$ cat src/hdl/pdc_pkg.sv
// ----------------------------------------------------------------------------
// pdc_pkg
// Types, codes and fixed-point constants shared by the compositor modules.
// ----------------------------------------------------------------------------
package pdc_pkg;

   localparam int CHAN_W      = 8;
   localparam int NUM_COLORS  = 3;
   localparam int NUM_STAGES  = 5;

   localparam int WEIGHT_W    = 2 * CHAN_W;
   localparam int PROD_W      = WEIGHT_W + CHAN_W;
   localparam int SUM_W       = PROD_W + 1;
   localparam int ALPHA_SUM_W = WEIGHT_W + 1;
   localparam int QUOT_W      = CHAN_W + 1;

   localparam logic [CHAN_W-1:0] FULL_SCALE = 8'd255;

   // Exact floor division by 65025 for any 25-bit sum, and by 255 for any
   // 17-bit sum, as a multiplication by a rounded-up reciprocal.
   localparam int                     RECIP_COLOR_W = 26;
   localparam logic [RECIP_COLOR_W-1:0] RECIP_COLOR = 26'd33818121;
   localparam int                     SHIFT_COLOR   = 41;
   localparam int                     RECIP_ALPHA_W = 18;
   localparam logic [RECIP_ALPHA_W-1:0] RECIP_ALPHA = 18'd131587;
   localparam int                     SHIFT_ALPHA   = 25;

   localparam int MODE_W = 4;
   localparam logic [MODE_W-1:0] MODE_PASS      = 4'd0;
   localparam logic [MODE_W-1:0] MODE_CLEAR     = 4'd1;
   localparam logic [MODE_W-1:0] MODE_COPY      = 4'd2;
   localparam logic [MODE_W-1:0] MODE_DEST      = 4'd3;
   localparam logic [MODE_W-1:0] MODE_SRC_OVER  = 4'd4;
   localparam logic [MODE_W-1:0] MODE_DEST_OVER = 4'd5;
   localparam logic [MODE_W-1:0] MODE_SRC_IN    = 4'd6;
   localparam logic [MODE_W-1:0] MODE_DEST_IN   = 4'd7;
   localparam logic [MODE_W-1:0] MODE_SRC_OUT   = 4'd8;
   localparam logic [MODE_W-1:0] MODE_DEST_OUT  = 4'd9;
   localparam logic [MODE_W-1:0] MODE_SRC_ATOP  = 4'd10;
   localparam logic [MODE_W-1:0] MODE_DEST_ATOP = 4'd11;
   localparam logic [MODE_W-1:0] MODE_XOR       = 4'd12;
   localparam logic [MODE_W-1:0] MODE_LIGHTER   = 4'd13;

   localparam int CSR_ADDR_W = 3;
   localparam int CSR_DATA_W = 32;
   localparam logic CSR_MODE_IDX = 1'b0;

   typedef struct packed {
      logic [CHAN_W-1:0] red;
      logic [CHAN_W-1:0] green;
      logic [CHAN_W-1:0] blue;
      logic [CHAN_W-1:0] alpha;
   } pixel_type;

   typedef struct packed {
      logic load_first;
      logic load_second;
   } load_pair_type;

   typedef struct packed {
      logic [WEIGHT_W-1:0] src_weight;
      logic [WEIGHT_W-1:0] dst_weight;
      pixel_type           src;
      pixel_type           dst;
      logic                pass;
   } weight_stage_type;

   typedef struct packed {
      logic [NUM_COLORS-1:0][SUM_W-1:0] color_sum;
      logic [ALPHA_SUM_W-1:0]           alpha_sum;
      pixel_type                        src;
      logic                             pass;
   } sum_stage_type;

endpackage

$ cat src/hdl/pdc_csr.sv
// ----------------------------------------------------------------------------
// pdc_csr
// Register port holding the composite mode.
// ----------------------------------------------------------------------------
module pdc_csr (
   input  logic                               clock,
   input  logic                               reset,
   input  logic                               csr_psel,
   input  logic                               csr_penable,
   input  logic                               csr_pwrite,
   input  logic [pdc_pkg::CSR_ADDR_W-1:0]     csr_paddr,
   input  logic [pdc_pkg::CSR_DATA_W-1:0]     csr_pwdata,
   output logic [pdc_pkg::CSR_DATA_W-1:0]     csr_prdata,
   output logic                               csr_pready,
   output logic [pdc_pkg::MODE_W-1:0]         mode
);
   import pdc_pkg::*;

   logic [MODE_W-1:0] mode_ff;
   logic [MODE_W-1:0] mode_in;
   logic              reg_index;
   logic              mode_write;

   assign reg_index  = csr_paddr[CSR_ADDR_W-1];
   assign mode_write = csr_psel && csr_penable && csr_pwrite && (reg_index == CSR_MODE_IDX);
   assign mode_in    = mode_write ? csr_pwdata[MODE_W-1:0] : mode_ff;

   always_ff @(posedge clock) begin
      if (reset) begin
         mode_ff <= MODE_SRC_OVER;
      end else begin
         mode_ff <= mode_in;
      end
   end

   assign csr_pready = 1'b1;
   assign csr_prdata = (reg_index == CSR_MODE_IDX) ?
                       {{(CSR_DATA_W-MODE_W){1'b0}}, mode_ff} : '0;
   assign mode       = mode_ff;

   a_mode_write: assert property (@(posedge clock) disable iff (reset)
      mode_write |=> mode_ff == $past(csr_pwdata[MODE_W-1:0]))
      else $error("Mode register did not take the written value.");

endmodule

$ cat src/hdl/pdc_weight.sv
// ----------------------------------------------------------------------------
// pdc_weight
// First stage: picks the Porter-Duff factors and scales them by alpha.
// ----------------------------------------------------------------------------
module pdc_weight (
   input  logic                        clock,
   input  logic                        load,
   input  logic [pdc_pkg::MODE_W-1:0]  mode,
   input  pdc_pkg::pixel_type          src,
   input  pdc_pkg::pixel_type          dst,
   output pdc_pkg::weight_stage_type   stage
);
   import pdc_pkg::*;

   logic [CHAN_W-1:0] fa;
   logic [CHAN_W-1:0] fb;
   logic [CHAN_W-1:0] inv_sa;
   logic [CHAN_W-1:0] inv_da;
   weight_stage_type  stage_ff;
   weight_stage_type  stage_in;

   assign inv_sa = FULL_SCALE - src.alpha;
   assign inv_da = FULL_SCALE - dst.alpha;

   always_comb begin
      case (mode)
         MODE_COPY: begin
            fa = FULL_SCALE; fb = '0;
         end
         MODE_DEST: begin
            fa = '0; fb = FULL_SCALE;
         end
         MODE_SRC_OVER: begin
            fa = FULL_SCALE; fb = inv_sa;
         end
         MODE_DEST_OVER: begin
            fa = inv_da; fb = FULL_SCALE;
         end
         MODE_SRC_IN: begin
            fa = dst.alpha; fb = '0;
         end
         MODE_DEST_IN: begin
            fa = '0; fb = src.alpha;
         end
         MODE_SRC_OUT: begin
            fa = inv_da; fb = '0;
         end
         MODE_DEST_OUT: begin
            fa = '0; fb = inv_sa;
         end
         MODE_SRC_ATOP: begin
            fa = dst.alpha; fb = inv_sa;
         end
         MODE_DEST_ATOP: begin
            fa = inv_da; fb = src.alpha;
         end
         MODE_XOR: begin
            fa = inv_da; fb = inv_sa;
         end
         MODE_LIGHTER: begin
            fa = FULL_SCALE; fb = FULL_SCALE;
         end
         default: begin
            fa = '0; fb = '0;
         end
      endcase
   end

   always_comb begin
      stage_in.src_weight = WEIGHT_W'(fa) * WEIGHT_W'(src.alpha);
      stage_in.dst_weight = WEIGHT_W'(fb) * WEIGHT_W'(dst.alpha);
      stage_in.src        = src;
      stage_in.dst        = dst;
      stage_in.pass       = (mode == MODE_PASS);
   end

   always_ff @(posedge clock) begin
      if (load) begin
         stage_ff <= stage_in;
      end
   end

   assign stage = stage_ff;

endmodule

$ cat src/hdl/pdc_mix.sv
// ----------------------------------------------------------------------------
// pdc_mix
// Second and third stages: per-channel products, then the weighted sums.
// ----------------------------------------------------------------------------
module pdc_mix (
   input  logic                       clock,
   input  pdc_pkg::load_pair_type     load,
   input  pdc_pkg::weight_stage_type  weight,
   output pdc_pkg::sum_stage_type     stage
);
   import pdc_pkg::*;

   logic [NUM_COLORS-1:0][CHAN_W-1:0] src_color;
   logic [NUM_COLORS-1:0][CHAN_W-1:0] dst_color;
   logic [NUM_COLORS-1:0][PROD_W-1:0] src_prod_ff;
   logic [NUM_COLORS-1:0][PROD_W-1:0] src_prod_in;
   logic [NUM_COLORS-1:0][PROD_W-1:0] dst_prod_ff;
   logic [NUM_COLORS-1:0][PROD_W-1:0] dst_prod_in;
   logic [ALPHA_SUM_W-1:0]            alpha_sum_ff;
   logic [ALPHA_SUM_W-1:0]            alpha_sum_in;
   pixel_type                         src_ff;
   logic                              pass_ff;
   sum_stage_type                     stage_ff;
   sum_stage_type                     stage_in;

   assign src_color = {weight.src.red, weight.src.green, weight.src.blue};
   assign dst_color = {weight.dst.red, weight.dst.green, weight.dst.blue};

   always_comb begin
      for (int i = 0; i < NUM_COLORS; i++) begin
         src_prod_in[i] = PROD_W'(weight.src_weight) * PROD_W'(src_color[i]);
         dst_prod_in[i] = PROD_W'(weight.dst_weight) * PROD_W'(dst_color[i]);
      end
      alpha_sum_in = {1'b0, weight.src_weight} + {1'b0, weight.dst_weight};
   end

   always_ff @(posedge clock) begin
      if (load.load_first) begin
         src_prod_ff  <= src_prod_in;
         dst_prod_ff  <= dst_prod_in;
         alpha_sum_ff <= alpha_sum_in;
         src_ff       <= weight.src;
         pass_ff      <= weight.pass;
      end
   end

   always_comb begin
      for (int i = 0; i < NUM_COLORS; i++) begin
         stage_in.color_sum[i] = {1'b0, src_prod_ff[i]} + {1'b0, dst_prod_ff[i]};
      end
      stage_in.alpha_sum = alpha_sum_ff;
      stage_in.src       = src_ff;
      stage_in.pass      = pass_ff;
   end

   always_ff @(posedge clock) begin
      if (load.load_second) begin
         stage_ff <= stage_in;
      end
   end

   assign stage = stage_ff;

endmodule

$ cat src/hdl/pdc_norm.sv
// ----------------------------------------------------------------------------
// pdc_norm
// Fourth and fifth stages: reciprocal scaling, saturation and output select.
// ----------------------------------------------------------------------------
module pdc_norm (
   input  logic                    clock,
   input  pdc_pkg::load_pair_type  load,
   input  pdc_pkg::sum_stage_type  sums,
   output pdc_pkg::pixel_type      pixel
);
   import pdc_pkg::*;

   localparam int COLOR_PROD_W = SUM_W + RECIP_COLOR_W;
   localparam int ALPHA_PROD_W = ALPHA_SUM_W + RECIP_ALPHA_W;

   logic [NUM_COLORS-1:0][COLOR_PROD_W-1:0] color_prod;
   logic [ALPHA_PROD_W-1:0]                 alpha_prod;
   logic [NUM_COLORS-1:0][QUOT_W-1:0]       color_quot_ff;
   logic [NUM_COLORS-1:0][QUOT_W-1:0]       color_quot_in;
   logic [QUOT_W-1:0]                       alpha_quot_ff;
   logic [QUOT_W-1:0]                       alpha_quot_in;
   pixel_type                               src_ff;
   logic                                    pass_ff;
   logic [NUM_COLORS-1:0][CHAN_W-1:0]       color_sat;
   logic [CHAN_W-1:0]                       alpha_sat;
   pixel_type                               pixel_ff;
   pixel_type                               pixel_in;

   function automatic logic [CHAN_W-1:0] saturate(input logic [QUOT_W-1:0] value);
      logic [CHAN_W-1:0] result;
      result = (value > QUOT_W'(FULL_SCALE)) ? FULL_SCALE : value[CHAN_W-1:0];
      return result;
   endfunction

   always_comb begin
      for (int i = 0; i < NUM_COLORS; i++) begin
         color_prod[i]    = COLOR_PROD_W'(sums.color_sum[i]) * COLOR_PROD_W'(RECIP_COLOR);
         color_quot_in[i] = color_prod[i][SHIFT_COLOR +: QUOT_W];
      end
      alpha_prod    = ALPHA_PROD_W'(sums.alpha_sum) * ALPHA_PROD_W'(RECIP_ALPHA);
      alpha_quot_in = alpha_prod[SHIFT_ALPHA +: QUOT_W];
   end

   always_ff @(posedge clock) begin
      if (load.load_first) begin
         color_quot_ff <= color_quot_in;
         alpha_quot_ff <= alpha_quot_in;
         src_ff        <= sums.src;
         pass_ff       <= sums.pass;
      end
   end

   always_comb begin
      for (int i = 0; i < NUM_COLORS; i++) begin
         color_sat[i] = saturate(color_quot_ff[i]);
      end
      alpha_sat = saturate(alpha_quot_ff);
      if (pass_ff) begin
         pixel_in = src_ff;
      end else begin
         pixel_in.red   = color_sat[2];
         pixel_in.green = color_sat[1];
         pixel_in.blue  = color_sat[0];
         pixel_in.alpha = alpha_sat;
      end
   end

   always_ff @(posedge clock) begin
      if (load.load_second) begin
         pixel_ff <= pixel_in;
      end
   end

   assign pixel = pixel_ff;

endmodule

$ cat src/hdl/porter_duff_pixel_compositor.sv
// ----------------------------------------------------------------------------
// porter_duff_pixel_compositor
// Composites a source RGBA pixel over a destination pixel by a Porter-Duff rule.
// ----------------------------------------------------------------------------
// The block takes one source and destination pixel pair per clock when not
// stalled and returns the composited pixel through a five-stage pipeline (factor
// select, channel products, sums, reciprocal scaling, saturation). Each stage
// holds while the stage after it is full and stalled, so empty stages fill in
// and a request is taken whenever any stage is free. The user must write the
// mode register only while no request is in flight; the block does not enforce it.
module porter_duff_pixel_compositor (
   input  logic                               clock,
   input  logic                               reset,
   input  logic                               req_valid,
   output logic                               req_stall,
   input  logic [pdc_pkg::CHAN_W-1:0]         req_src_red,
   input  logic [pdc_pkg::CHAN_W-1:0]         req_src_green,
   input  logic [pdc_pkg::CHAN_W-1:0]         req_src_blue,
   input  logic [pdc_pkg::CHAN_W-1:0]         req_src_alpha,
   input  logic [pdc_pkg::CHAN_W-1:0]         req_dst_red,
   input  logic [pdc_pkg::CHAN_W-1:0]         req_dst_green,
   input  logic [pdc_pkg::CHAN_W-1:0]         req_dst_blue,
   input  logic [pdc_pkg::CHAN_W-1:0]         req_dst_alpha,
   output logic                               rsp_valid,
   input  logic                               rsp_stall,
   output logic [pdc_pkg::CHAN_W-1:0]         rsp_out_red,
   output logic [pdc_pkg::CHAN_W-1:0]         rsp_out_green,
   output logic [pdc_pkg::CHAN_W-1:0]         rsp_out_blue,
   output logic [pdc_pkg::CHAN_W-1:0]         rsp_out_alpha,
   input  logic                               csr_psel,
   input  logic                               csr_penable,
   input  logic                               csr_pwrite,
   input  logic [pdc_pkg::CSR_ADDR_W-1:0]     csr_paddr,
   input  logic [pdc_pkg::CSR_DATA_W-1:0]     csr_pwdata,
   output logic [pdc_pkg::CSR_DATA_W-1:0]     csr_prdata,
   output logic                               csr_pready
);
   import pdc_pkg::*;

   logic [NUM_STAGES-1:0] valid_ff;
   logic [NUM_STAGES-1:0] valid_in;
   logic [NUM_STAGES-1:0] stage_ready;
   logic [MODE_W-1:0]     mode;
   pixel_type             src;
   pixel_type             dst;
   pixel_type             result;
   weight_stage_type      weight;
   sum_stage_type         sums;
   load_pair_type         mix_load;
   load_pair_type         norm_load;

   always_comb begin
      stage_ready[NUM_STAGES-1] = !valid_ff[NUM_STAGES-1] || !rsp_stall;
      for (int i = NUM_STAGES - 2; i >= 0; i--) begin
         stage_ready[i] = !valid_ff[i] || stage_ready[i+1];
      end
      valid_in[0] = stage_ready[0] ? req_valid : valid_ff[0];
      for (int i = 1; i < NUM_STAGES; i++) begin
         valid_in[i] = stage_ready[i] ? valid_ff[i-1] : valid_ff[i];
      end
   end

   always_ff @(posedge clock) begin
      if (reset) begin
         valid_ff <= '0;
      end else begin
         valid_ff <= valid_in;
      end
   end

   assign src = '{red: req_src_red, green: req_src_green, blue: req_src_blue,
                  alpha: req_src_alpha};
   assign dst = '{red: req_dst_red, green: req_dst_green, blue: req_dst_blue,
                  alpha: req_dst_alpha};

   assign mix_load  = '{load_first: stage_ready[1], load_second: stage_ready[2]};
   assign norm_load = '{load_first: stage_ready[3], load_second: stage_ready[4]};

   pdc_csr u_csr (
      .clock       (clock),
      .reset       (reset),
      .csr_psel    (csr_psel),
      .csr_penable (csr_penable),
      .csr_pwrite  (csr_pwrite),
      .csr_paddr   (csr_paddr),
      .csr_pwdata  (csr_pwdata),
      .csr_prdata  (csr_prdata),
      .csr_pready  (csr_pready),
      .mode        (mode)
   );

   pdc_weight u_weight (
      .clock (clock),
      .load  (stage_ready[0]),
      .mode  (mode),
      .src   (src),
      .dst   (dst),
      .stage (weight)
   );

   pdc_mix u_mix (
      .clock  (clock),
      .load   (mix_load),
      .weight (weight),
      .stage  (sums)
   );

   pdc_norm u_norm (
      .clock (clock),
      .load  (norm_load),
      .sums  (sums),
      .pixel (result)
   );

   assign req_stall     = !stage_ready[0];
   assign rsp_valid     = valid_ff[NUM_STAGES-1];
   assign rsp_out_red   = result.red;
   assign rsp_out_green = result.green;
   assign rsp_out_blue  = result.blue;
   assign rsp_out_alpha = result.alpha;

   a_stall_only_full: assert property (@(posedge clock) disable iff (reset)
      req_stall |-> (&valid_ff))
      else $error("Request stalled while a pipeline stage was empty.");

   a_flow_when_free: assert property (@(posedge clock) disable iff (reset)
      !rsp_stall |-> !req_stall)
      else $error("Request stalled although the output side was free.");

   a_reset_empty: assert property (@(posedge clock)
      reset |=> (valid_ff == '0))
      else $error("Pipeline holds a request right after reset.");

endmodule
$ cat config.mk
export PLATFORM = sky130hd
export DESIGN_NAME = porter_duff_pixel_compositor
export DESIGN_NICKNAME = d
export VERILOG_FILES = /design/src/hdl/pdc_pkg.sv /design/src/hdl/pdc_csr.sv /design/src/hdl/pdc_weight.sv /design/src/hdl/pdc_mix.sv /design/src/hdl/pdc_norm.sv /design/src/hdl/porter_duff_pixel_compositor.sv
export SDC_FILE = /design/constraint.sdc
export NUM_CORES = 2
export LEC_CHECK = 0
export ABC_AREA = 1
export BUFFER_PORTS_ARGS = -buffer_cell sky130_fd_sc_hd__buf_2
export CELL_PAD_IN_SITES_DETAIL_PLACEMENT = 0
export CELL_PAD_IN_SITES_GLOBAL_PLACEMENT = 1
export CORE_MARGIN = 4
export CORE_UTILIZATION = 30
export DETAILED_ROUTE_END_ITERATION = 12
export GPL_ROUTABILITY_DRIVEN = 0
export PLACE_DENSITY = 0.63
export SLEW_MARGIN = 25
export SYNTH_ARGS = -nofsm -noshare
export SYNTH_HDL_FRONTEND = slang
export SYNTH_SLANG_ARGS = --single-unit
$ cat constraint.sdc
create_clock -name clock -period 17.83 [get_ports clock]
set_input_delay 5.349 -clock clock [delete_from_list [all_inputs] [get_ports clock]]
set_output_delay 5.349 -clock clock [all_outputs]
set_load 0.05 [all_outputs]
==> impl_metrics.tcl <==
set metrics [dict create \
    status "completed" \
    arrival_ps 8690 \
    grt_pass1_vias 58796 \
    cp_top_family "buffers and inverters" \
    fin_worst_skew_ps 46.1 \
    hold_viol 0 \
    timing.fmax_ghz 0.0712 \
    rr_endpoint "u_weight.stage[93]" \
    dpl_cell_area_um2 78000 \
    ys_types 48 \
    r2r-start "u_csr.mode[0]" \
    seq_area_frac_synth 0.210 \
    async_flop_share 0 \
    ys_ff_latch 518 \
    grt_pass1_wl_um 334000 \
    yosys.cell_count.top_type "nand2_1" \
    postRouteWirelength_um 210000 \
    clk_pin_slew_worst_paths_ps 60 \
    clock-sinks 518 \
    ios 173 \
    r2r_cells 19 \
    ant_nets 0 \
    worst_pin_slew_ps 1030 \
    ys.flop_type "edfxtp_1" \
    critical_path_peak_fanout 36 \
    rows 181 \
    grt_antenna_before_repair 14 \
    worstPathCellList "buf_2 > nand2_2 > buf_4 > nor2_1 > inv_4 > nor2_1 > clkinvlp_4 > nor2_1 > nand2_4 > inv_1 > buf_2" \
    fin_crit_ps 14040 \
    grt.total_usage 0.166 \
    postCtsHoldBufs 0 \
    grt_overflow 0 \
    drive_above_1_share 0.0321 \
    cap_violations 0 \
    wl_per_cell_um 16.8 \
    cp.depth 11 \
    yosys-top-cells-count "nand2_1 (2,541), inv_1 (2,106), ha_1 (1,161)" \
    dieArea_um2 254000 \
    cts_tree "done" \
    root_buffer "clkbuf_16" \
    multi_input_area_um2 49600 \
    clk_path_buf_depth 3 \
    syn_avg_cell_area_um2 8.02 \
    die_width_um 504 \
    grt_max_degree 132 \
    place.port_buffers 113 \
    fillCellCount 25712 \
    dp_hpwl_um 171000 \
    finalNetCount 11299 \
    worstSetupPathType "primary input to output pin" \
    start_util 0.303 \
    yosys.area.top_type "fa_1" \
    cts_resized 0 \
    syn2layout_area_growth_pct 8.66 \
    core-area_um2 244000 \
    numCtsBuffers 66 \
    crit_buf_inv 6 \
    post-cts-setup-buffer-count 0 \
    drt_iter0_drc 3283 \
    min_to "u_mix.stage[0]" \
    final_area_um2 80200 \
    startpoint_type "primary input" \
    die_y_um 504 \
    rsz0062_at_grt "false" \
    maxSlewViolCount 0 \
    cp.required_ps 12480 \
    cp_slowest_stage_delay_ps 800 \
    first_pass_iters 6 \
    synth_edf_count 509 \
    maxSlewHeadroom 0.314 \
    min-delay-start "u_mix.pass_ff" \
    synthTopCellsByArea "fa_1 (21%), edfxtp_1 (21%), ha_1 (20%), nand2_1 (13%), inv_1 (11%)" \
    syn-cell-area_um2 73800 \
    drt-vias-per-instance 4.58 \
    drc 0 \
    ff2ff_setup_slack_ps 12490 \
    finalSetupViolations 0 \
    cp_slowest_cell "nor2_1" \
    seq_area_um2 15500 \
    clock_latency_ps 700 \
    vias 57342 \
    synth_cells 9198 \
    end_kind "output pin" \
    ctsHtreeMaxLevel 3 \
    crit_top_cell "nor2_1" \
    tns_ps 0 \
    synth_top_area_share 0.212 \
    yosys_warnings 0 \
    worstHoldPathType "register to register" \
    fin_crit_sh 0.788 \
    worstHoldPathCells 0 \
]
==> worst max-delay path by stage <==
stage	endpoint	from	slack (ps)
global placement	req_stall	rsp_stall	3630
global route	req_stall	rsp_stall	3440
finish	req_stall	rsp_stall	3790
floorplan	req_stall	rsp_stall	260
CTS	req_stall	rsp_stall	3610
detailed placement	req_stall	rsp_stall	3610
==> flip-flops by register name, indices dropped and copies added (netlist names) <==
signal,count
u_mix.stage,125
u_weight.stage,89
u_norm.src_ff,32
u_norm.pass_ff,1
u_mix.pass_ff,1
valid_ff,5
u_mix.alpha_sum_ff,17
u_csr.mode,4
u_mix.src_ff,32
u_norm.pixel,32
u_mix.dst_prod_ff,72
u_mix.src_prod_ff,72
u_norm.color_quot_ff,27
u_norm.alpha_quot_ff,9
==> layer usage <==
layer,up-vias,global-route usage,part of all wire
li1,28390,-,-
met1,27756,0.243,0.50
met2,1012,0.262,0.44
met3,184,0.0200,0.041
met4,0,0.0351,0.023
met5,-,0,0
==> cells by family (layout without fill, tap and decap cells) <==
| kind of cell | Yosys count | after routing | synth area share |
|---|---|---|---|
| DFF | 518 | 518 | 0.210 |
| other | 2 | 36 | 0.000102 |
| adders and majority gates | 1942 | 1942 | 0.409 |
| AOI/OAI and AO/OA | 588 | 588 | 0.0440 |
| and+or+nand+nor | 3659 | 3659 | 0.198 |
| xor gates and xnor gates | 166 | 166 | 0.0197 |
| buffers and inverters | 2323 | 2402 | 0.120 |
==> worst reg2reg max path, cell delays in order (launching register included) <==
cell and delay (ps):
dfxtp_1 410, nor2_1 120, a22oi_1 220, o21ai_2 190, a211oi_2 600, nor2_1 130, fa_1 530, inv_1 60
fa_1 520, inv_1 40, fa_1 470, inv_1 50, fa_1 480, inv_1 40, ha_1 340, a21oi_1 210
o21ai_0 140, a21oi_1 220, o21ai_0 130, xor2_1 170
==> through the flow <==
stage               instances  worst slack [ps]  hold slack [ps]   util
finish                  12513              3790              412  0.329
global placement        12385              3630              401  0.320
detailed placement      12385              3610              405  0.320
floorplan                9225               260              400      -
CTS                     12506              3610              409  0.329
global route            12508              3440              419  0.329
==> cell usage in the layout, fill, tap and decap left out, drive strengths merged, types with 77 or more instances in the layout <==
master / instances
a21oi: 324
buf: 157
nor2: 633
inv: 2121
clkbuf: 77
nand4: 118
o21ai: 156
edfxtp: 509
fa: 781
ha: 1161
xor2: 116
nand3: 251
nand2: 2547
==> layout make-up <==
cell class,instances,share of cell area
Inverter,2124,0.0996
Sequential cell,518,0.193
Clock buffer,77,0.0216
Multi-Input combinational cell,6384,0.619
Antenna cell,7,0.000218
Tap cell,3202,0.0500
Clock inverter,44,0.00581
Timing Repair Buffer,157,0.0112
Power is left out: the tool's default activity adds up to more than one toggle a clock period on the data nets, which glitch-free logic cannot reach.
